File: src/rtl/core/pssm_pkg.sv
`default_nettype none
// ----------------------------------------------------------------------------
// pssm_pkg : shared definitions for the PWM soft-start motor controller
// Field widths, command and register codes, and the request/response
// structs of the serial multiply-divide unit.
// ----------------------------------------------------------------------------
package pssm_pkg;

  localparam int OP_W       = 3;
  localparam int VAL_W      = 8;
  localparam int TIME_W     = 32;
  localparam int PCT_W      = 7;
  localparam int PER_W      = 16;
  localparam int CMPV_W     = 17;
  localparam int MS_W       = 16;
  localparam int IDX_W      = 2;
  localparam int CFG_DATA_W = 16;
  // duty (<= 100) times period ticks (<= 65536) fits in 23 bits
  localparam int PROD_W     = 23;
  localparam int CNT_W      = $clog2(PROD_W);

  // command codes
  localparam logic [OP_W-1:0] OP_SET_DUTY = 3'd0;
  localparam logic [OP_W-1:0] OP_SET_DIR  = 3'd1;
  localparam logic [OP_W-1:0] OP_SET_STOP = 3'd2;
  localparam logic [OP_W-1:0] OP_START    = 3'd3;
  localparam logic [OP_W-1:0] OP_STOP     = 3'd4;
  localparam logic [OP_W-1:0] OP_TICK     = 3'd5;

  // register indexes
  localparam logic [IDX_W-1:0] REG_PERIOD = 2'd0;
  localparam logic [IDX_W-1:0] REG_SS_MS  = 2'd1;
  localparam logic [IDX_W-1:0] REG_SS_EN  = 2'd2;

  localparam logic [PER_W-1:0] PERIOD_RST = 16'd999;
  localparam logic [MS_W-1:0]  SS_MS_RST  = 16'd2000;

  localparam logic [PCT_W-1:0] PCT_FULL = 7'd100;

  typedef struct packed {
    logic              start;
    logic [PCT_W-1:0]  mplier;
    logic [CMPV_W-1:0] mcand;
    logic [MS_W-1:0]   divisor;
  } md_req_t;

  typedef struct packed {
    logic              done;
    logic [PROD_W-1:0] quot;
  } md_rsp_t;

  function automatic logic [PCT_W-1:0] clamp_pct(input logic [VAL_W-1:0] v);
    logic [PCT_W-1:0] r;
    if (v > {1'b0, PCT_FULL}) begin
      r = PCT_FULL;
    end else begin
      r = v[PCT_W-1:0];
    end
    return r;
  endfunction

endpackage
`default_nettype wire

File: src/rtl/core/pssm_cmd_if.sv
`default_nettype none
// ----------------------------------------------------------------------------
// pssm_cmd_if : command channel
// Valid/ready channel carrying one motor command word.
// ----------------------------------------------------------------------------
interface pssm_cmd_if;
  logic                        valid;
  logic                        ready;
  logic [pssm_pkg::OP_W-1:0]   op;
  logic [pssm_pkg::VAL_W-1:0]  value;
  logic [pssm_pkg::TIME_W-1:0] now_ms;

  modport source (output valid, output op, output value, output now_ms, input ready);
  modport sink   (input valid, input op, input value, input now_ms, output ready);
endinterface
`default_nettype wire

File: src/rtl/core/pssm_res_if.sv
`default_nettype none
// ----------------------------------------------------------------------------
// pssm_res_if : result channel
// Valid/ready channel carrying the drive state after each command.
// ----------------------------------------------------------------------------
interface pssm_res_if;
  logic                        valid;
  logic                        ready;
  logic [pssm_pkg::CMPV_W-1:0] compare_value;
  logic                        stop_pin;
  logic                        dir_pin;
  logic [pssm_pkg::PCT_W-1:0]  duty_percent;
  logic                        ramping;
  logic [pssm_pkg::MS_W-1:0]   ramp_elapsed;

  modport source (output valid, output compare_value, output stop_pin, output dir_pin,
                  output duty_percent, output ramping, output ramp_elapsed, input ready);
  modport sink   (input valid, input compare_value, input stop_pin, input dir_pin,
                  input duty_percent, input ramping, input ramp_elapsed, output ready);
endinterface
`default_nettype wire

File: src/rtl/core/pssm_cfg_if.sv
`default_nettype none
// ----------------------------------------------------------------------------
// pssm_cfg_if : configuration write channel
// Valid/ready channel carrying a register index and write data.
// ----------------------------------------------------------------------------
interface pssm_cfg_if;
  logic                            valid;
  logic                            ready;
  logic [pssm_pkg::IDX_W-1:0]      index;
  logic [pssm_pkg::CFG_DATA_W-1:0] data;

  modport source (output valid, output index, output data, input ready);
  modport sink   (input valid, input index, input data, output ready);
endinterface
`default_nettype wire

File: src/rtl/core/pwm_soft_start_motor_ctrl.sv
`default_nettype none
// ----------------------------------------------------------------------------
// pwm_soft_start_motor_ctrl : motor drive command block with soft start
// Takes one command word at a time (duty, direction, stop, start, stop,
// millisecond tick) and returns the drive state after it: compare value,
// stop and direction pins, duty, ramp flag and ramp elapsed time.
//
//   channel  | role   | payload                                   | handshake
//   ---------+--------+-------------------------------------------+-----------
//   in_cmd   | sink   | op, value, now_ms                         | valid/ready
//   out_res  | source | compare_value, stop_pin, dir_pin,         | valid/ready
//            |        | duty_percent, ramping, ramp_elapsed       |
//   cfg_wr   | sink   | index, data                               | valid/ready
//
// Work: a command that needs no arithmetic makes no pass of the shared
//   serial unit; one pass when the compare value is recomputed, or for a
//   ramp tick whose duty does not move; two for a ramp tick that moves the
//   duty (one pass for the ramp quotient, one for the compare value). Each
//   pass is 7 multiply steps and 23 divide steps of the shared serial unit.
// Reset: rst_n synchronous, active low; stop asserted, direction reverse.
// Stalls: in_cmd.ready is high only when no command is in progress; a
//   finished result waits in the output register while out_res.ready is low.
// cfg_wr is always ready; a write to an unknown index is dropped.
// ----------------------------------------------------------------------------
module pwm_soft_start_motor_ctrl (
  input  logic       clk,
  input  logic       rst_n,
  pssm_cmd_if.sink   in_cmd,
  pssm_res_if.source out_res,
  pssm_cfg_if.sink   cfg_wr
);
  import pssm_pkg::*;

  // sequencer states
  localparam logic [2:0] S_IDLE     = 3'd0;
  localparam logic [2:0] S_EXEC     = 3'd1;
  localparam logic [2:0] S_DIV_GO   = 3'd2;
  localparam logic [2:0] S_DIV_WAIT = 3'd3;
  localparam logic [2:0] S_CMP_GO   = 3'd4;
  localparam logic [2:0] S_CMP_WAIT = 3'd5;
  localparam logic [2:0] S_FIN      = 3'd6;

  logic [2:0] state_r, state_nxt;

  // configuration
  logic [PER_W-1:0] period_r;
  logic [MS_W-1:0]  ms_r;
  logic             ss_en_r;

  // latched command word
  logic [OP_W-1:0]   op_r;
  logic [VAL_W-1:0]  val_r;
  logic [TIME_W-1:0] now_r;

  // drive state
  logic [PCT_W-1:0]  duty_r, duty_nxt;
  logic [PCT_W-1:0]  target_r, target_nxt;
  logic              ramp_r, ramp_nxt;
  logic              stopped_r, stopped_nxt;
  logic              reverse_r, reverse_nxt;
  logic [TIME_W-1:0] start_time_r, start_time_nxt;
  logic [MS_W-1:0]   elapsed_r, elapsed_nxt;
  logic [CMPV_W-1:0] compare_r, compare_nxt;

  // output register
  logic              out_valid_r, out_valid_nxt;
  logic              out_load;
  logic [CMPV_W-1:0] o_cmp_r;
  logic              o_stop_r, o_dir_r, o_ramp_r;
  logic [PCT_W-1:0]  o_duty_r;
  logic [MS_W-1:0]   o_el_r;

  logic [PCT_W-1:0]  pct;
  logic [TIME_W-1:0] el;
  logic              el_done;
  logic [CMPV_W-1:0] ticks;
  logic [PCT_W-1:0]  ramp_duty;
  logic              cmd_acc;

  md_req_t md_req;
  md_rsp_t md_rsp;

  assign in_cmd.ready = (state_r == S_IDLE);
  assign cmd_acc      = in_cmd.valid && in_cmd.ready;
  assign cfg_wr.ready = 1'b1;

  assign pct       = clamp_pct(val_r);
  assign el        = now_r - start_time_r;      // wraps like the timer
  assign el_done   = (el >= {{(TIME_W-MS_W){1'b0}}, ms_r});
  assign ticks     = {1'b0, period_r} + 17'd1;
  assign ramp_duty = md_rsp.quot[PCT_W-1:0];    // below target, so fits

  // shared unit: ramp step target*el/ms, or compare duty*ticks/100
  always_comb begin
    md_req.start = (state_r == S_DIV_GO) || (state_r == S_CMP_GO);
    if (state_r == S_DIV_GO) begin
      md_req.mplier  = target_r;
      md_req.mcand   = {1'b0, elapsed_r};
      md_req.divisor = ms_r;
    end else begin
      md_req.mplier  = duty_r;
      md_req.mcand   = ticks;
      md_req.divisor = {{(MS_W-PCT_W){1'b0}}, PCT_FULL};
    end
  end

  pssm_muldiv u_muldiv (
    .clk   (clk),
    .rst_n (rst_n),
    .req   (md_req),
    .rsp   (md_rsp)
  );

  // command sequencer
  always_comb begin
    state_nxt      = state_r;
    duty_nxt       = duty_r;
    target_nxt     = target_r;
    ramp_nxt       = ramp_r;
    stopped_nxt    = stopped_r;
    reverse_nxt    = reverse_r;
    start_time_nxt = start_time_r;
    elapsed_nxt    = elapsed_r;
    compare_nxt    = compare_r;
    out_load       = 1'b0;
    unique case (state_r)
      S_IDLE: begin
        if (cmd_acc) begin
          state_nxt = S_EXEC;
        end
      end
      S_EXEC: begin
        state_nxt = S_FIN;
        unique case (op_r)
          OP_SET_DUTY: begin
            ramp_nxt    = 1'b0;
            target_nxt  = pct;
            elapsed_nxt = '0;
            duty_nxt    = pct;
            // while stopped the compare value stays at zero
            if (!stopped_r) begin
              state_nxt = S_CMP_GO;
            end
          end
          OP_SET_DIR: begin
            reverse_nxt = (val_r != '0);
          end
          OP_SET_STOP: begin
            if (val_r != '0) begin
              compare_nxt = '0;
              duty_nxt    = '0;
              stopped_nxt = 1'b1;
              ramp_nxt    = 1'b0;
              elapsed_nxt = '0;
            end else begin
              stopped_nxt = 1'b0;
              state_nxt   = S_CMP_GO;
            end
          end
          OP_START: begin
            compare_nxt = '0;
            stopped_nxt = 1'b1;
            target_nxt  = pct;
            elapsed_nxt = '0;
            if (ss_en_r) begin
              duty_nxt       = '0;
              start_time_nxt = now_r;
              ramp_nxt       = (pct != '0);
            end else begin
              duty_nxt = pct;
              ramp_nxt = 1'b0;
            end
            // zero percent leaves the drive stopped
            if (pct != '0) begin
              stopped_nxt = 1'b0;
              state_nxt   = S_CMP_GO;
            end
          end
          OP_STOP: begin
            compare_nxt = '0;
            duty_nxt    = '0;
            stopped_nxt = 1'b1;
            ramp_nxt    = 1'b0;
            elapsed_nxt = '0;
          end
          OP_TICK: begin
            if (ramp_r && !stopped_r) begin
              if (el_done) begin
                // ramp complete (also covers a zero ramp time)
                elapsed_nxt = ms_r;
                duty_nxt    = target_r;
                ramp_nxt    = 1'b0;
                state_nxt   = S_CMP_GO;
              end else begin
                elapsed_nxt = el[MS_W-1:0];
                state_nxt   = S_DIV_GO;
              end
            end
          end
          default: begin
            state_nxt = S_FIN;
          end
        endcase
      end
      S_DIV_GO: begin
        state_nxt = S_DIV_WAIT;
      end
      S_DIV_WAIT: begin
        if (md_rsp.done) begin
          if (ramp_duty != duty_r) begin
            duty_nxt  = ramp_duty;
            state_nxt = S_CMP_GO;
          end else begin
            state_nxt = S_FIN;
          end
        end
      end
      S_CMP_GO: begin
        state_nxt = S_CMP_WAIT;
      end
      S_CMP_WAIT: begin
        if (md_rsp.done) begin
          compare_nxt = md_rsp.quot[CMPV_W-1:0];
          state_nxt   = S_FIN;
        end
      end
      S_FIN: begin
        if (!out_valid_r || out_res.ready) begin
          out_load  = 1'b1;
          state_nxt = S_IDLE;
        end
      end
      default: begin
        state_nxt = S_IDLE;
      end
    endcase
  end

  always_comb begin
    out_valid_nxt = out_valid_r && !out_res.ready;
    if (out_load) begin
      out_valid_nxt = 1'b1;
    end
  end

  always_ff @(posedge clk) begin
    if (!rst_n) begin
      state_r      <= S_IDLE;
      duty_r       <= '0;
      target_r     <= '0;
      ramp_r       <= 1'b0;
      stopped_r    <= 1'b1;
      reverse_r    <= 1'b1;
      start_time_r <= '0;
      elapsed_r    <= '0;
      compare_r    <= '0;
      out_valid_r  <= 1'b0;
    end else begin
      state_r      <= state_nxt;
      duty_r       <= duty_nxt;
      target_r     <= target_nxt;
      ramp_r       <= ramp_nxt;
      stopped_r    <= stopped_nxt;
      reverse_r    <= reverse_nxt;
      start_time_r <= start_time_nxt;
      elapsed_r    <= elapsed_nxt;
      compare_r    <= compare_nxt;
      out_valid_r  <= out_valid_nxt;
    end
  end

  // configuration registers
  always_ff @(posedge clk) begin
    if (!rst_n) begin
      period_r <= PERIOD_RST;
      ms_r     <= SS_MS_RST;
      ss_en_r  <= 1'b1;
    end else if (cfg_wr.valid && cfg_wr.ready) begin
      unique case (cfg_wr.index)
        REG_PERIOD: period_r <= cfg_wr.data[PER_W-1:0];
        REG_SS_MS:  ms_r     <= cfg_wr.data[MS_W-1:0];
        REG_SS_EN:  ss_en_r  <= cfg_wr.data[0];
        default: begin
          period_r <= period_r;
        end
      endcase
    end
  end

  // command word and result payload
  always_ff @(posedge clk) begin
    if (cmd_acc) begin
      op_r  <= in_cmd.op;
      val_r <= in_cmd.value;
      now_r <= in_cmd.now_ms;
    end
    if (out_load) begin
      o_cmp_r  <= compare_r;
      o_stop_r <= !stopped_r;
      o_dir_r  <= !reverse_r;
      o_duty_r <= duty_r;
      o_ramp_r <= ramp_r;
      o_el_r   <= elapsed_r;
    end
  end

  assign out_res.valid         = out_valid_r;
  assign out_res.compare_value = o_cmp_r;
  assign out_res.stop_pin      = o_stop_r;
  assign out_res.dir_pin       = o_dir_r;
  assign out_res.duty_percent  = o_duty_r;
  assign out_res.ramping       = o_ramp_r;
  assign out_res.ramp_elapsed  = o_el_r;

  // a ramp never runs with the drive stopped
  a_ramp_not_stopped: assert property (@(posedge clk) disable iff (!rst_n)
    ramp_r |-> !stopped_r)
    else $error("ramp active while stopped");

  // stop holds the compare value at zero
  a_stop_zero_cmp: assert property (@(posedge clk) disable iff (!rst_n)
    stopped_r |-> (compare_r == '0))
    else $error("compare value nonzero while stopped");

  a_duty_range: assert property (@(posedge clk) disable iff (!rst_n)
    (duty_r <= PCT_FULL) && (target_r <= PCT_FULL))
    else $error("duty or target above full scale");

  // the unit only answers while the sequencer waits for it
  a_md_done_wait: assert property (@(posedge clk) disable iff (!rst_n)
    md_rsp.done |-> ((state_r == S_DIV_WAIT) || (state_r == S_CMP_WAIT)))
    else $error("unexpected muldiv completion");

  // a result is loaded only once the previous word has left
  a_no_overwrite: assert property (@(posedge clk) disable iff (!rst_n)
    (out_valid_r && !out_res.ready) |=> (state_r != S_IDLE) || out_valid_r)
    else $error("pending result lost");

endmodule
`default_nettype wire

File: src/rtl/core/pssm_muldiv.sv
`default_nettype none
// ----------------------------------------------------------------------------
// pssm_muldiv : serial multiply then divide
// Computes (mplier * mcand) / divisor, truncated. Shift-add multiply, one
// bit per cycle, then restoring division, one quotient bit per cycle.
// ----------------------------------------------------------------------------
module pssm_muldiv (
  input  logic              clk,
  input  logic              rst_n,
  input  pssm_pkg::md_req_t req,
  output pssm_pkg::md_rsp_t rsp
);
  import pssm_pkg::*;

  localparam logic [1:0] U_IDLE = 2'd0;
  localparam logic [1:0] U_MUL  = 2'd1;
  localparam logic [1:0] U_DIV  = 2'd2;

  logic [1:0]        phase_r, phase_nxt;
  logic [CNT_W-1:0]  cnt_r, cnt_nxt;
  logic              done_r, done_nxt;
  logic [PCT_W-1:0]  mplier_r, mplier_nxt;
  logic [PROD_W-1:0] mcand_r, mcand_nxt;
  logic [PROD_W-1:0] acc_r, acc_nxt;     // product, then numerator/quotient
  logic [MS_W-1:0]   div_r, div_nxt;
  logic [MS_W-1:0]   rem_r, rem_nxt;
  logic [MS_W:0]     rem_sh, rem_diff;
  logic              q_bit;

  assign rem_sh   = {rem_r, acc_r[PROD_W-1]};
  assign rem_diff = rem_sh - {1'b0, div_r};
  assign q_bit    = (rem_sh >= {1'b0, div_r});

  always_comb begin
    phase_nxt  = phase_r;
    cnt_nxt    = cnt_r;
    done_nxt   = 1'b0;
    mplier_nxt = mplier_r;
    mcand_nxt  = mcand_r;
    acc_nxt    = acc_r;
    div_nxt    = div_r;
    rem_nxt    = rem_r;
    unique case (phase_r)
      U_IDLE: begin
        if (req.start) begin
          mplier_nxt = req.mplier;
          mcand_nxt  = {{(PROD_W-CMPV_W){1'b0}}, req.mcand};
          acc_nxt    = '0;
          div_nxt    = req.divisor;
          rem_nxt    = '0;
          cnt_nxt    = CNT_W'(PCT_W-1);
          phase_nxt  = U_MUL;
        end
      end
      U_MUL: begin
        if (mplier_r[0]) begin
          acc_nxt = acc_r + mcand_r;
        end
        mplier_nxt = mplier_r >> 1;
        mcand_nxt  = mcand_r << 1;
        if (cnt_r == '0) begin
          cnt_nxt   = CNT_W'(PROD_W-1);
          phase_nxt = U_DIV;
        end else begin
          cnt_nxt = cnt_r - CNT_W'(1);
        end
      end
      U_DIV: begin
        rem_nxt = q_bit ? rem_diff[MS_W-1:0] : rem_sh[MS_W-1:0];
        acc_nxt = {acc_r[PROD_W-2:0], q_bit};
        if (cnt_r == '0) begin
          phase_nxt = U_IDLE;
          done_nxt  = 1'b1;
        end else begin
          cnt_nxt = cnt_r - CNT_W'(1);
        end
      end
      default: begin
        phase_nxt = U_IDLE;
      end
    endcase
  end

  always_ff @(posedge clk) begin
    if (!rst_n) begin
      phase_r <= U_IDLE;
      cnt_r   <= '0;
      done_r  <= 1'b0;
    end else begin
      phase_r <= phase_nxt;
      cnt_r   <= cnt_nxt;
      done_r  <= done_nxt;
    end
  end

  always_ff @(posedge clk) begin
    mplier_r <= mplier_nxt;
    mcand_r  <= mcand_nxt;
    acc_r    <= acc_nxt;
    div_r    <= div_nxt;
    rem_r    <= rem_nxt;
  end

  assign rsp.done = done_r;
  assign rsp.quot = acc_r;

endmodule
`default_nettype wire
File: src/flat_wrapper.sv
// flat-port wrapper written by rule: the top's interface ports become plain ports
module pwm_soft_start_motor_ctrl_flat import pssm_pkg::*;
  (clk, rst_n, in_cmd_valid, in_cmd_op, in_cmd_value, in_cmd_now_ms, in_cmd_ready, out_res_valid, out_res_compare_value, out_res_stop_pin, out_res_dir_pin, out_res_duty_percent, out_res_ramping, out_res_ramp_elapsed, out_res_ready, cfg_wr_valid, cfg_wr_index, cfg_wr_data, cfg_wr_ready);
  pssm_cmd_if in_cmd_i ();
  pssm_res_if out_res_i ();
  pssm_cfg_if cfg_wr_i ();
  input  logic clk;
  input  logic rst_n;
  input wire logic [$bits(in_cmd_i.valid)-1:0] in_cmd_valid;
  input wire logic [$bits(in_cmd_i.op)-1:0] in_cmd_op;
  input wire logic [$bits(in_cmd_i.value)-1:0] in_cmd_value;
  input wire logic [$bits(in_cmd_i.now_ms)-1:0] in_cmd_now_ms;
  output wire logic [$bits(in_cmd_i.ready)-1:0] in_cmd_ready;
  output wire logic [$bits(out_res_i.valid)-1:0] out_res_valid;
  output wire logic [$bits(out_res_i.compare_value)-1:0] out_res_compare_value;
  output wire logic [$bits(out_res_i.stop_pin)-1:0] out_res_stop_pin;
  output wire logic [$bits(out_res_i.dir_pin)-1:0] out_res_dir_pin;
  output wire logic [$bits(out_res_i.duty_percent)-1:0] out_res_duty_percent;
  output wire logic [$bits(out_res_i.ramping)-1:0] out_res_ramping;
  output wire logic [$bits(out_res_i.ramp_elapsed)-1:0] out_res_ramp_elapsed;
  input wire logic [$bits(out_res_i.ready)-1:0] out_res_ready;
  input wire logic [$bits(cfg_wr_i.valid)-1:0] cfg_wr_valid;
  input wire logic [$bits(cfg_wr_i.index)-1:0] cfg_wr_index;
  input wire logic [$bits(cfg_wr_i.data)-1:0] cfg_wr_data;
  output wire logic [$bits(cfg_wr_i.ready)-1:0] cfg_wr_ready;
  assign in_cmd_i.valid = in_cmd_valid;
  assign in_cmd_i.op = in_cmd_op;
  assign in_cmd_i.value = in_cmd_value;
  assign in_cmd_i.now_ms = in_cmd_now_ms;
  assign in_cmd_ready = in_cmd_i.ready;
  assign out_res_valid = out_res_i.valid;
  assign out_res_compare_value = out_res_i.compare_value;
  assign out_res_stop_pin = out_res_i.stop_pin;
  assign out_res_dir_pin = out_res_i.dir_pin;
  assign out_res_duty_percent = out_res_i.duty_percent;
  assign out_res_ramping = out_res_i.ramping;
  assign out_res_ramp_elapsed = out_res_i.ramp_elapsed;
  assign out_res_i.ready = out_res_ready;
  assign cfg_wr_i.valid = cfg_wr_valid;
  assign cfg_wr_i.index = cfg_wr_index;
  assign cfg_wr_i.data = cfg_wr_data;
  assign cfg_wr_ready = cfg_wr_i.ready;
  pwm_soft_start_motor_ctrl u_core (.clk(clk), .rst_n(rst_n), .in_cmd(in_cmd_i), .out_res(out_res_i), .cfg_wr(cfg_wr_i));
endmodule
File: config.mk
export PLATFORM = sky130hd
export DESIGN_NAME = pwm_soft_start_motor_ctrl_flat
export DESIGN_NICKNAME = d
export VERILOG_FILES = /design/src/rtl/core/pssm_pkg.sv /design/src/rtl/core/pssm_cmd_if.sv /design/src/rtl/core/pssm_res_if.sv /design/src/rtl/core/pssm_cfg_if.sv /design/src/rtl/core/pwm_soft_start_motor_ctrl.sv /design/src/rtl/core/pssm_muldiv.sv /design/src/flat_wrapper.sv
export SDC_FILE = /design/constraint.sdc
export NUM_CORES = 1
export LEC_CHECK = 0
export ABC_AREA = 1
export BUFFER_PORTS_ARGS = -buffer_cell sky130_fd_sc_hd__buf_2
export CAP_MARGIN = 40
export CORE_ASPECT_RATIO = 0.6
export CORE_MARGIN = 1.5
export CORE_UTILIZATION = 39
export CTS_BUF_LIST = sky130_fd_sc_hd__clkbuf_4
export DETAILED_ROUTE_END_ITERATION = 8
export HOLD_SLACK_MARGIN = 0.15
export REMOVE_ABC_BUFFERS = 1
export SKIP_CTS_REPAIR_TIMING = 1
export SLEW_MARGIN = 10
export SYNTH_ARGS = -nofsm -noshare
export SYNTH_HDL_FRONTEND = slang
export SYNTH_SLANG_ARGS = --single-unit
File: constraint.sdc
create_clock -name clk -period 6.1 [get_ports clk]
set_clock_uncertainty 0.05 [all_clocks]
set_input_delay 0.305 -clock clk [delete_from_list [all_inputs] [get_ports clk]]
set_output_delay 0.305 -clock clk [all_outputs]
set_load 0.005 [all_outputs]
==> metrics.cfg, run 1 <==
[outcome]
status = finished, final reports clean

[placement]
place_area_sq_um = 17700
place_ws_ns = 2.17
dp_hpwl_microns = 35100
io_buffer_count = 110
gp_congestion = 0.941

[global_routing]
grt_pass1_wl_microns = 72500
overflow = 0
grt_use_total_pct = 21.8
grt_max_degree = 83
grt_pass1_vias = 12900
antenna_found_initial = 1

[synthesis]
synth_xor_area_share_pct = 2.56
synth_adder_area_share_pct = 7.29
synth_compound_gate_area_share_pct = 14.9
synth-main-ff-cell = edfxtp_1
synth_warnings = 0
synth_top_family_by_area = simple AND/OR/NAND/NOR gates
post-synth-top-area-cell = edfxtp_1
synthArstFlopShare_pct = 0
synthTopCellsByArea = edfxtp_1, dfxtp_1, nand2_1, ha_1, inv_1
yosysUniqueCellTypes = 48
synth-simple-area-share_pct = 20.3
synth_mux_area_share_pct = 0
synth-seq-area-share_pct = 46.7
avgSynthCellArea_sq_um = 8.01
syn_inst = 2051
syn-cell-area_sq_um = 16400
ys_ff_latch = 298
synth_edf_count = 171
synth_top_area_share_pct = 31.2

[setup_path]
end_kind = flip-flop
crit_fanout = 32
reg2reg_depth = 27
r2r-start = u_core.now_r[0]
critPathRequiredTime_ns = 6.74
cp-start-kind = flip-flop
path_class = flip-flop to flip-flop
rrSetupSlack_ns = 2.12
rr_endpoint = u_core.ramp_r
cp.arrival_ns = 4.62

[route]
viasPerCell = 5.01
vias = 14600
dr.pass1.iters = 7
drc = 0
postRouteAntennaNets = 0
drtIter0Drc = 1382
wire_per_inst_microns = 16.4
wirelength_microns = 47700

[layout]
finish.instance_area_sq_um = 19600
nets = 2443
syn_to_final_growth_pct = 19.1
multi_input_area_sq_um = 7460
fill_cells = 4136
drive_gt1_share_pct = 13.2
regArea_sq_um = 7680

[clocking]
htree_levels = 3
cts_made_buffers = 79
root_buffer = clkbuf_4
cts_buffer_depth = 3
clock-sinks = 298
clock_latency_ns = 0.77
cts_tree = done
clk_pin_slew_worst_paths_ns = 0.07

[timing]
tns_ns = 0
fin_ws_ns = 2.12
fin_crit_sh_pct = 65.2
rsz0062_at_grt = false
worst_pin_slew_ns = 0.903
period_minus_slack_ns = 3.98
timing.slew.headroom_pct = 39.8
hold_violations = 0
slew_viol_final = 0
max_freq_mhz = 251
setup-violations-final = 0

[floorplan]
dieArea_sq_um = 43400
io_pins = 112
core-area_sq_um = 41700
die_y_microns = 162
start_util_pct = 39.4
die_width_microns = 268
num_rows = 58

[hold_path]
min_path_cells = 2
holdPathEnd = u_core.now_r[1]
hp-class = input port to flip-flop
hold_start = in_cmd_now_ms[1]

[power]
ir_drop_uv = 224
p_leak_nw = 8.60
p_per_area_nw_per_um2 = 484

[run]
drv_cap = 0

layout make-up:
cell class / count / share of cell area, %
Antenna cell: 1 / 0.0128
Tap cell: 570 / 3.64
Clock buffer: 122 / 4.68
Sequential cell: 298 / 39.2
Timing Repair Buffer: 210 / 8.03
Inverter: 289 / 5.54
Clock inverter: 24 / 0.773
Multi-Input combinational cell: 1405 / 38.1
layer usage:
metal	part of all wire, %	routed length [microns]	up-vias	GRT usage (%)
met2	37	17800	460	27.7
li1	-	-	7338	-
met5	0	0	-	0
met1	53	25200	6771	35.7
met3	8.2	3930	60	4.97
met4	1.6	778	0	5.44
worst max-delay path by stage:
stage | from | to | slack (ns) | cells after the start
2_1_floorplan | u_core.state_r[2] | u_core.out_res.compare_value[0] | 0.84 | 2
3_3_place_gp | u_core.now_r[14] | u_core.ramp_r | 2.24 | 24
3_5_place_dp | u_core.now_r[0] | u_core.ramp_r | 2.17 | 25
4_1_cts | u_core.now_r[0] | u_core.ramp_r | 2.16 | 25
5_1_grt | u_core.now_r[6] | u_core.ramp_r | 1.69 | 24
6_report | u_core.now_r[0] | u_core.ramp_r | 2.12 | 27
cells in the final DEF (no fill, tap or decap), drive strengths merged, types with 6 or more instances in the layout:
cell type,instances
clkbuf,122
nand4,13
nor3,18
a31oi,15
a22oi,17
o211ai,32
clkinv,23
o21ai,155
dfxtp,127
ha,91
nor2,193
edfxtp,171
xnor2,22
dlygate4sd3,78
or2,6
a211oi,7
a21oi,206
buf,132
nand3,65
nand2,507
inv,288
xor2,26
cell usage after synthesis, types with 15 or more instances:
library cell and n:
ha_1 91, nor3_1 15, o21ai_0 154, nor2_1 185, nand2_1 494, xnor2_1 22
a22oi_1 17, dfxtp_1 127, clkbuf_1 49, edfxtp_1 171, nand3_1 63, xor2_1 26
a21oi_1 205, inv_1 280, o211ai_1 32, a31oi_1 15
through the flow:
step | cells | total power, mW | hold WS (ns) | util (%)
floorplan | 1992 | 6.09 | 0.339 | -
global placement | 2686 | 7.33 | 0.372 | 42.2
detailed placement | 2694 | 7.52 | 0.374 | 42.5
CTS | 2840 | 9.44 | -0.426 | 45.0
global route | 2919 | 10.2 | 0.150 | 46.9
finish | 2919 | 9.48 | 0.200 | 46.9
worst max-delay path: stages, from the launching register on:
cell and delay (ns):
edfxtp_1 0.33, inv_1 0.06, ha_1 0.21, fa_1 0.44, inv_1 0.13, nand2_1 0.06
nand2_1 0.08, nand3_1 0.10, nand2_2 0.14, nand2_1 0.08, nand2_2 0.09, xor2_1 0.09
ha_1 0.19, a21oi_1 0.14, nor2_1 0.06, a211oi_1 0.16, nand2_1 0.08, nor2_1 0.10
nand2_1 0.06, nor2_1 0.08, nand2_1 0.06, a21oi_2 0.21, nand2_2 0.40, inv_1 0.19
nand2_1 0.09, nand2_1 0.06, nand2_1 0.05, a21oi_1 0.13
kinds of logic after synthesis:
group	count (synthesis)
buffers and inverters	348
adder cells (fa/ha/maj)	94
flip-flops	298
AO/OA/AOI/OAI	448
XOR/XNOR	48
AND/OR/NAND/NOR	814
other	1
power breakdown:
group	total [mW]	switching (mW)	internal, mW
Clock	1.88	0.880	0.999
Sequential	3.19	0.362	2.83
Combinational	4.41	2.95	1.46
Total	9.48	4.19	5.29
state kept, by name, summed over array words and instances (netlist names), 17 cells and up:
name                          count
u_core.u_muldiv.mcand_r          23
u_core.u_muldiv.acc_r            23
u_core.start_time_r              32
u_core.compare_r                 17
u_core.out_res.compare_value     17
u_core.now_r                     32
No activity file was read; power rests on OpenSTA's default activity.
==> run 2, diff against run 1 <==
==> constraint.sdc (replaced) <==
create_clock -name clk -period 3.9 [get_ports clk]
set_clock_uncertainty 0.05 [all_clocks]
set_input_delay 0.195 -clock clk [delete_from_list [all_inputs] [get_ports clk]]
set_output_delay 0.195 -clock clk [all_outputs]
set_load 0.005 [all_outputs]
==> run 2 against run 1 <==
Compared with the run above:
- utilization rose by 1.5 points
- clock-buffer cell count grew 1
- first-iteration DRC count is 4.7% lower
- flip-flop and latch count did not move
- via count grew 1.0%
- final cell count rose by 1.7%
- critical path depth is 5 lower
- non-clock buffer count is 50 higher
- critical path type unchanged
- critical endpoint is now u_core.elapsed_r[10]
- largest power group unchanged
==> metrics.cfg, run 2 (same netlist as run 1, synthesis figures left out) <==
[setup_path]
cp.arrival_ns = 4.17
path_class = flip-flop to flip-flop
crit_slowest_cell = edfxtp_1
crit_top_cell = nand2_1
cp_cell_sequence = ha_4 -> nand2_2 -> nor2_4 -> nand2_1 -> clkinv_1 -> nand2_1 -> nand2_2 -> xor2_1 -> ha_1 -> a21oi_2 -> nor2_1 -> a211oi_1 -> nand2_1 -> nor2_1 -> nand2_1 -> nor2_1 -> nand2_1 -> a21oi_4 -> nand2_2 -> buf_12 -> o211ai_1 -> a21oi_1
crit_cells = 22
crit_fanout = 30
critPathRequiredTime_ns = 4.49
crit_family = simple AND/OR/NAND/NOR gates
cpPeakStageDelay_ns = 0.42
path_buf_inv = 2
reg2reg_depth = 22
cp-start-kind = flip-flop
end_kind = flip-flop

[floorplan]
core-area_sq_um = 41700
die_y_microns = 162
dieArea_sq_um = 43400
die_width_microns = 268
io_pins = 112
start_util_pct = 39.4
num_rows = 58

[route]
drtIter0Drc = 1317
viasPerCell = 4.98
postRouteAntennaNets = 0
met1_length_microns = 25100
wl_met3_microns = 3950
wirelength_microns = 48000
top_layer = met4
wire_per_inst_microns = 16.2
vias = 14800
drc = 0
wl_met2_microns = 18200
dr.pass1.iters = 6

[timing]
rsz0062_at_grt = false
period_minus_slack_ns = 3.58
setup-violations-final = 0
fin_crit_sh_pct = 91.8
timing.slew.headroom_pct = 44.3
hold_violations = 0
slew_viol_final = 0
max_freq_mhz = 279
worst_pin_slew_ns = 0.836

[global_routing]
grt_pass1_wl_microns = 72700
grt_pass1_vias = 13000
antenna_found_initial = 1
grt_max_degree = 82
grt_use_total_pct = 21.7
overflow = 0

[layout]
fin_cells = 2969
finish.utilization_pct = 48.4
drive_gt1_share_pct = 14.0
fill_cells = 4078
final_common_cell = nand2_1
reg_top3 = u_core.now_r: 32 flops, u_core.start_time_r: 32 flops
syn_to_final_growth_pct = 22.9
final_cell_mix = nand2_1, inv_1, a21oi_1, nor2_1, edfxtp_1
nets = 2492

[clocking]
cts_tree = done
htree_levels = 3
clock-sinks = 298
cts_buffer_depth = 3
clk_pin_slew_worst_paths_ns = 0.07
clock_latency_ns = 0.79
cts_made_buffers = 78
root_buffer = clkbuf_4

[power]
power_mw = 14.9
ir_drop_uv = 402
p_per_area_nw_per_um2 = 737
p_leak_nw = 8.80

[outcome]
status = finished, final reports clean

[placement]
gp_congestion = 0.933
dp.cells = 2696
io_buffer_count = 110
dp_hpwl_microns = 34900

[hold_path]
min_path_cells = 4
hp-class = input port to flip-flop

[run]
drv_cap = 0

## run 2: final cells by class
type,instances,area (sq um),share of cell area (%)
Antenna cell,1,2.50,0.0124
Timing Repair Buffer,260,2020,10.0
Sequential cell,298,7680,38.0
Clock buffer,123,923,4.57
Multi-Input combinational cell,1405,7630,37.8
Inverter,289,1080,5.37
Tap cell,570,713,3.53
Clock inverter,23,151,0.749
## run 2: per-stage QoR
step | hold WS, ns | setup slack (ns) | TNS (ns) | cell area, sq um
2_1_floorplan | 0.229 | -1.36 | -67.11 | 16200
3_3_place_gp | 0.322 | 0.168 | 0 | 17700
3_5_place_dp | 0.323 | 0.175 | 0 | 17700
4_1_cts | -0.538 | 0.141 | 0 | 18800
5_1_grt | 0.143 | 0.0189 | 0 | 20200
6_report | 0.174 | 0.321 | 0 | 20200
## run 2: worst paths after layout
path,start,end,slack (ns)
max,u_core.now_r[9],u_core.elapsed_r[10],0.32
min,cfg_wr_data[10],u_core.ms_r[10],0.17
max reg2reg,u_core.now_r[9],u_core.elapsed_r[10],0.32
min reg2reg,u_core.compare_r[1],u_core.out_res.compare_value[1],0.38
## run 2: routing by layer
metal	track usage (%)	vias to the layer above
met5	0	-
met4	5.55	0
met3	5.31	62
met2	27.8	525
met1	35.2	6778
li1	-	7414
## run 2: report_power, final
part	switching (mW)	leakage (nW)	internal [mW]
registers	0.578	2.64	4.42
logic	4.61	5.52	2.30
clock network	1.40	0.643	1.57
## run 2: worst reg2reg max path: stages, from the launching register on
cell	delay [ns]
edfxtp_1	0.42
ha_4	0.33
nand2_2	0.14
nor2_4	0.17
nand2_1	0.07
clkinv_1	0.06
nand2_1	0.06
nand2_2	0.10
xor2_1	0.20
ha_1	0.29
a21oi_2	0.16
nor2_1	0.05
a211oi_1	0.17
nand2_1	0.07
nor2_1	0.08
nand2_1	0.06
nor2_1	0.09
nand2_1	0.09
a21oi_4	0.20
nand2_2	0.12
buf_12	0.18
o211ai_1	0.19
a21oi_1	0.09
==> run 3, diff against run 2 <==
--- a/config.mk
+++ b/config.mk
@@ -5,13 +5,13 @@
 export SDC_FILE = /design/constraint.sdc
 export NUM_CORES = 1
 export LEC_CHECK = 0
-export ABC_AREA = 1
 export BUFFER_PORTS_ARGS = -buffer_cell sky130_fd_sc_hd__buf_2
 export CAP_MARGIN = 40
 export CORE_ASPECT_RATIO = 0.6
 export CORE_MARGIN = 1.5
 export CORE_UTILIZATION = 39
 export CTS_BUF_LIST = sky130_fd_sc_hd__clkbuf_4
+export CTS_CLUSTER_SIZE = 10
 export DETAILED_ROUTE_END_ITERATION = 8
 export HOLD_SLACK_MARGIN = 0.15
 export REMOVE_ABC_BUFFERS = 1
==> run 3 against run 2 <==
Compared with the run above:
- the run now ends with setup timing left
- power is 12% lower
- clock-buffer cell count fell by 10
- final cell count fell by 8.9%
- worst hold slack worse by 0.0076 ns
- critical endpoint is now u_core.elapsed_r[7]
- largest cell class is now multi-input combinational cells
==> metrics.cfg, run 3 <==
[hold_path]
hp-class = input port to flip-flop
min_path_cells = 4

[power]
p_leak_nw = 8.02
power_mw = 13.1
p_per_area_nw_per_um2 = 637
p_sw_mw = 5.15
seq_power_share_pct = 34.3
comb_power_share_pct = 44.3
pwr-share-clk_pct = 21.4
swShare_pct = 39.2
intPower_mw = 7.98
ir_drop_uv = 377

[synthesis]
synth-seq-area-share_pct = 47.2
synthArstFlopShare_pct = 0
yosysUniqueCellTypes = 76
avgSynthCellArea_sq_um = 9.48
syn-cell-area_sq_um = 16300
synth_top_area_share_pct = 31.6
synthTopCellsByArea = edfxtp_1, dfxtp_1, ha_1, nand2_1, a21boi_0
synthTopCellsByCount = nand2_1, edfxtp_1, dfxtp_1
post-synth-top-area-cell = edfxtp_1
synth_edf_count = 171
syn_inst = 1716
synth_warnings = 0
post-synth-top-count-cell = nand2_1
ys_ff_latch = 298
synth-main-ff-cell = edfxtp_1

[route]
postRouteAntennaNets = 0
drc = 0
vias = 14200
dr.pass1.iters = 5
wirelength_microns = 47200
drtIter0Drc = 1262
viasPerCell = 5.26
wire_per_inst_microns = 17.4

[layout]
fin_cells = 2706
final_common_cell = nand2_1
finish.instance_area_sq_um = 20600
multi_input_area_sq_um = 8100
final_cell_mix = nand2_1, edfxtp_1, buf_4, dfxtp_1, clkbuf_4
drive_gt1_share_pct = 19.6
syn_to_final_growth_pct = 26.8
fill_cells = 3872
nets = 2238
regArea_sq_um = 7680
reg_top3 = u_core.now_r: 32 flops, u_core.start_time_r: 32 flops
finish.utilization_pct = 50.5

[placement]
place_area_sq_um = 18300
dp_hpwl_microns = 33600
io_buffer_count = 110
gp_congestion = 0.905
dp.cells = 2440

[setup_path]
cp.arrival_ns = 5.50
critPathRequiredTime_ns = 4.48
reg2reg_depth = 21
end_kind = flip-flop
crit_fanout = 5
cp-start-kind = flip-flop
path_class = flip-flop to flip-flop

[global_routing]
grt_use_total_pct = 21.2
grt_pass1_wl_microns = 71200
grt_max_degree = 76
overflow = 0
grt_pass1_vias = 12900
antenna_found_initial = 1

[timing]
timing.slew.headroom_pct = 38.2
slew_viol_final = 0
hold_violations = 0
worst_pin_slew_ns = 0.927
period_minus_slack_ns = 4.93
rsz0062_at_grt = true
max_freq_mhz = 203
fin_crit_sh_pct = 126
fin_ws_ns = -1.03
setup-violations-final = 26
timing.hold.ws_ns = 0.166

[floorplan]
io_pins = 112
start_util_pct = 39.9
core-area_sq_um = 40800
dieArea_sq_um = 43000
num_rows = 57
die_width_microns = 267
die_y_microns = 161

[clocking]
cts_buffer_depth = 3
cts_made_buffers = 78
cts_tree = done
clock_latency_ns = 0.78
clock-sinks = 298
root_buffer = clkbuf_4
htree_levels = 3
clk_pin_slew_worst_paths_ns = 0.07

[run]
drv_cap = 0

[outcome]
status = finished, violations left
failed_checks = setup timing

[run 3: worst paths after layout]
path         slack (ns)                    from                               to
max               -1.03  u_core.start_time_r[1]              u_core.elapsed_r[7]
min                0.17            cfg_wr_valid               u_core.period_r[5]
max reg2reg       -1.03  u_core.start_time_r[1]              u_core.elapsed_r[7]
min reg2reg        0.36     u_core.compare_r[9]  u_core.out_res.compare_value[9]
[run 3: logic make-up (layout without fill, tap and decap cells)]
family                   count (synthesis)  count (layout)  synth area share [%]
other                                    1               4                0.0231
AND/OR/NAND/NOR                        611             611                  17.2
flip-flops                             298             298                  47.2
AO/OA/AOI/OAI                          430             430                  17.8
buffers and inverters                  173             600                  4.12
adder cells (fa/ha/maj)                 94              94                  7.37
multiplexers                            46              46                  2.85
XOR/XNOR                                63              63                  3.39
[run 3: critical path: stages, from the launching register on]
cell and delay, ns:
dfxtp_2 0.36, inv_1 0.05, ha_1 0.27, nor2b_1 0.14, o31a_1 0.27, o311a_4 0.41
a31o_4 0.25, a21boi_2 0.20, xnor2_2 0.14, ha_1 0.26, a221o_1 0.36, nor3_2 0.15
nand4_1 0.11, nor3_2 0.21, o211ai_1 0.13, nor4_2 0.22, nand4_1 0.18, a2111oi_4 0.37
buf_6 0.20, buf_12 0.15, mux2i_1 0.22, o21ai_1 0.09
[run 3: cell type report]
| type | instances | area share [%] |
|---|---|---|
| clock inverter | 32 | 0.777 |
| multi-input combinational | 1245 | 39.3 |
| antenna | 3 | 0.0364 |
| timing repair buffer | 358 | 13.4 |
| inverter | 97 | 1.77 |
| tap | 560 | 3.40 |
| sequential | 298 | 37.2 |
| clock buffer | 113 | 4.11 |
[run 3: per-layer routing]
layer	share of wire, %	GRT usage [%]	vias up	wire [microns]
met5	0	0	-	0
met4	1.3	5.32	0	615
met3	7.6	4.21	60	3600
met2	41	28.9	481	19200
met1	50	33.5	6764	23700
li1	-	-	6918	-
[run 3: per-stage QoR]
| step | TNS, ns | setup slack [ns] |
|---|---|---|
| 2_1_floorplan | -74.94 | -1.50 |
| 4_1_cts | -30.94 | -1.30 |
| 3_3_place_gp | -29.88 | -1.25 |
| 6_report | -25.36 | -1.03 |
| 3_5_place_dp | -29.91 | -1.27 |
| 5_1_grt | -34.82 | -1.40 |
[run 3: power by group through the flow]
stage          clock, mW  sequential, mW  combinational [mW]
2_1_floorplan          0            4.51                3.59
6_report            2.81            4.51                5.81
5_1_grt             3.08            4.58                6.39
3_3_place_gp           0            4.56                5.34
4_1_cts             2.90            4.51                5.56
3_5_place_dp           0            4.57                5.51
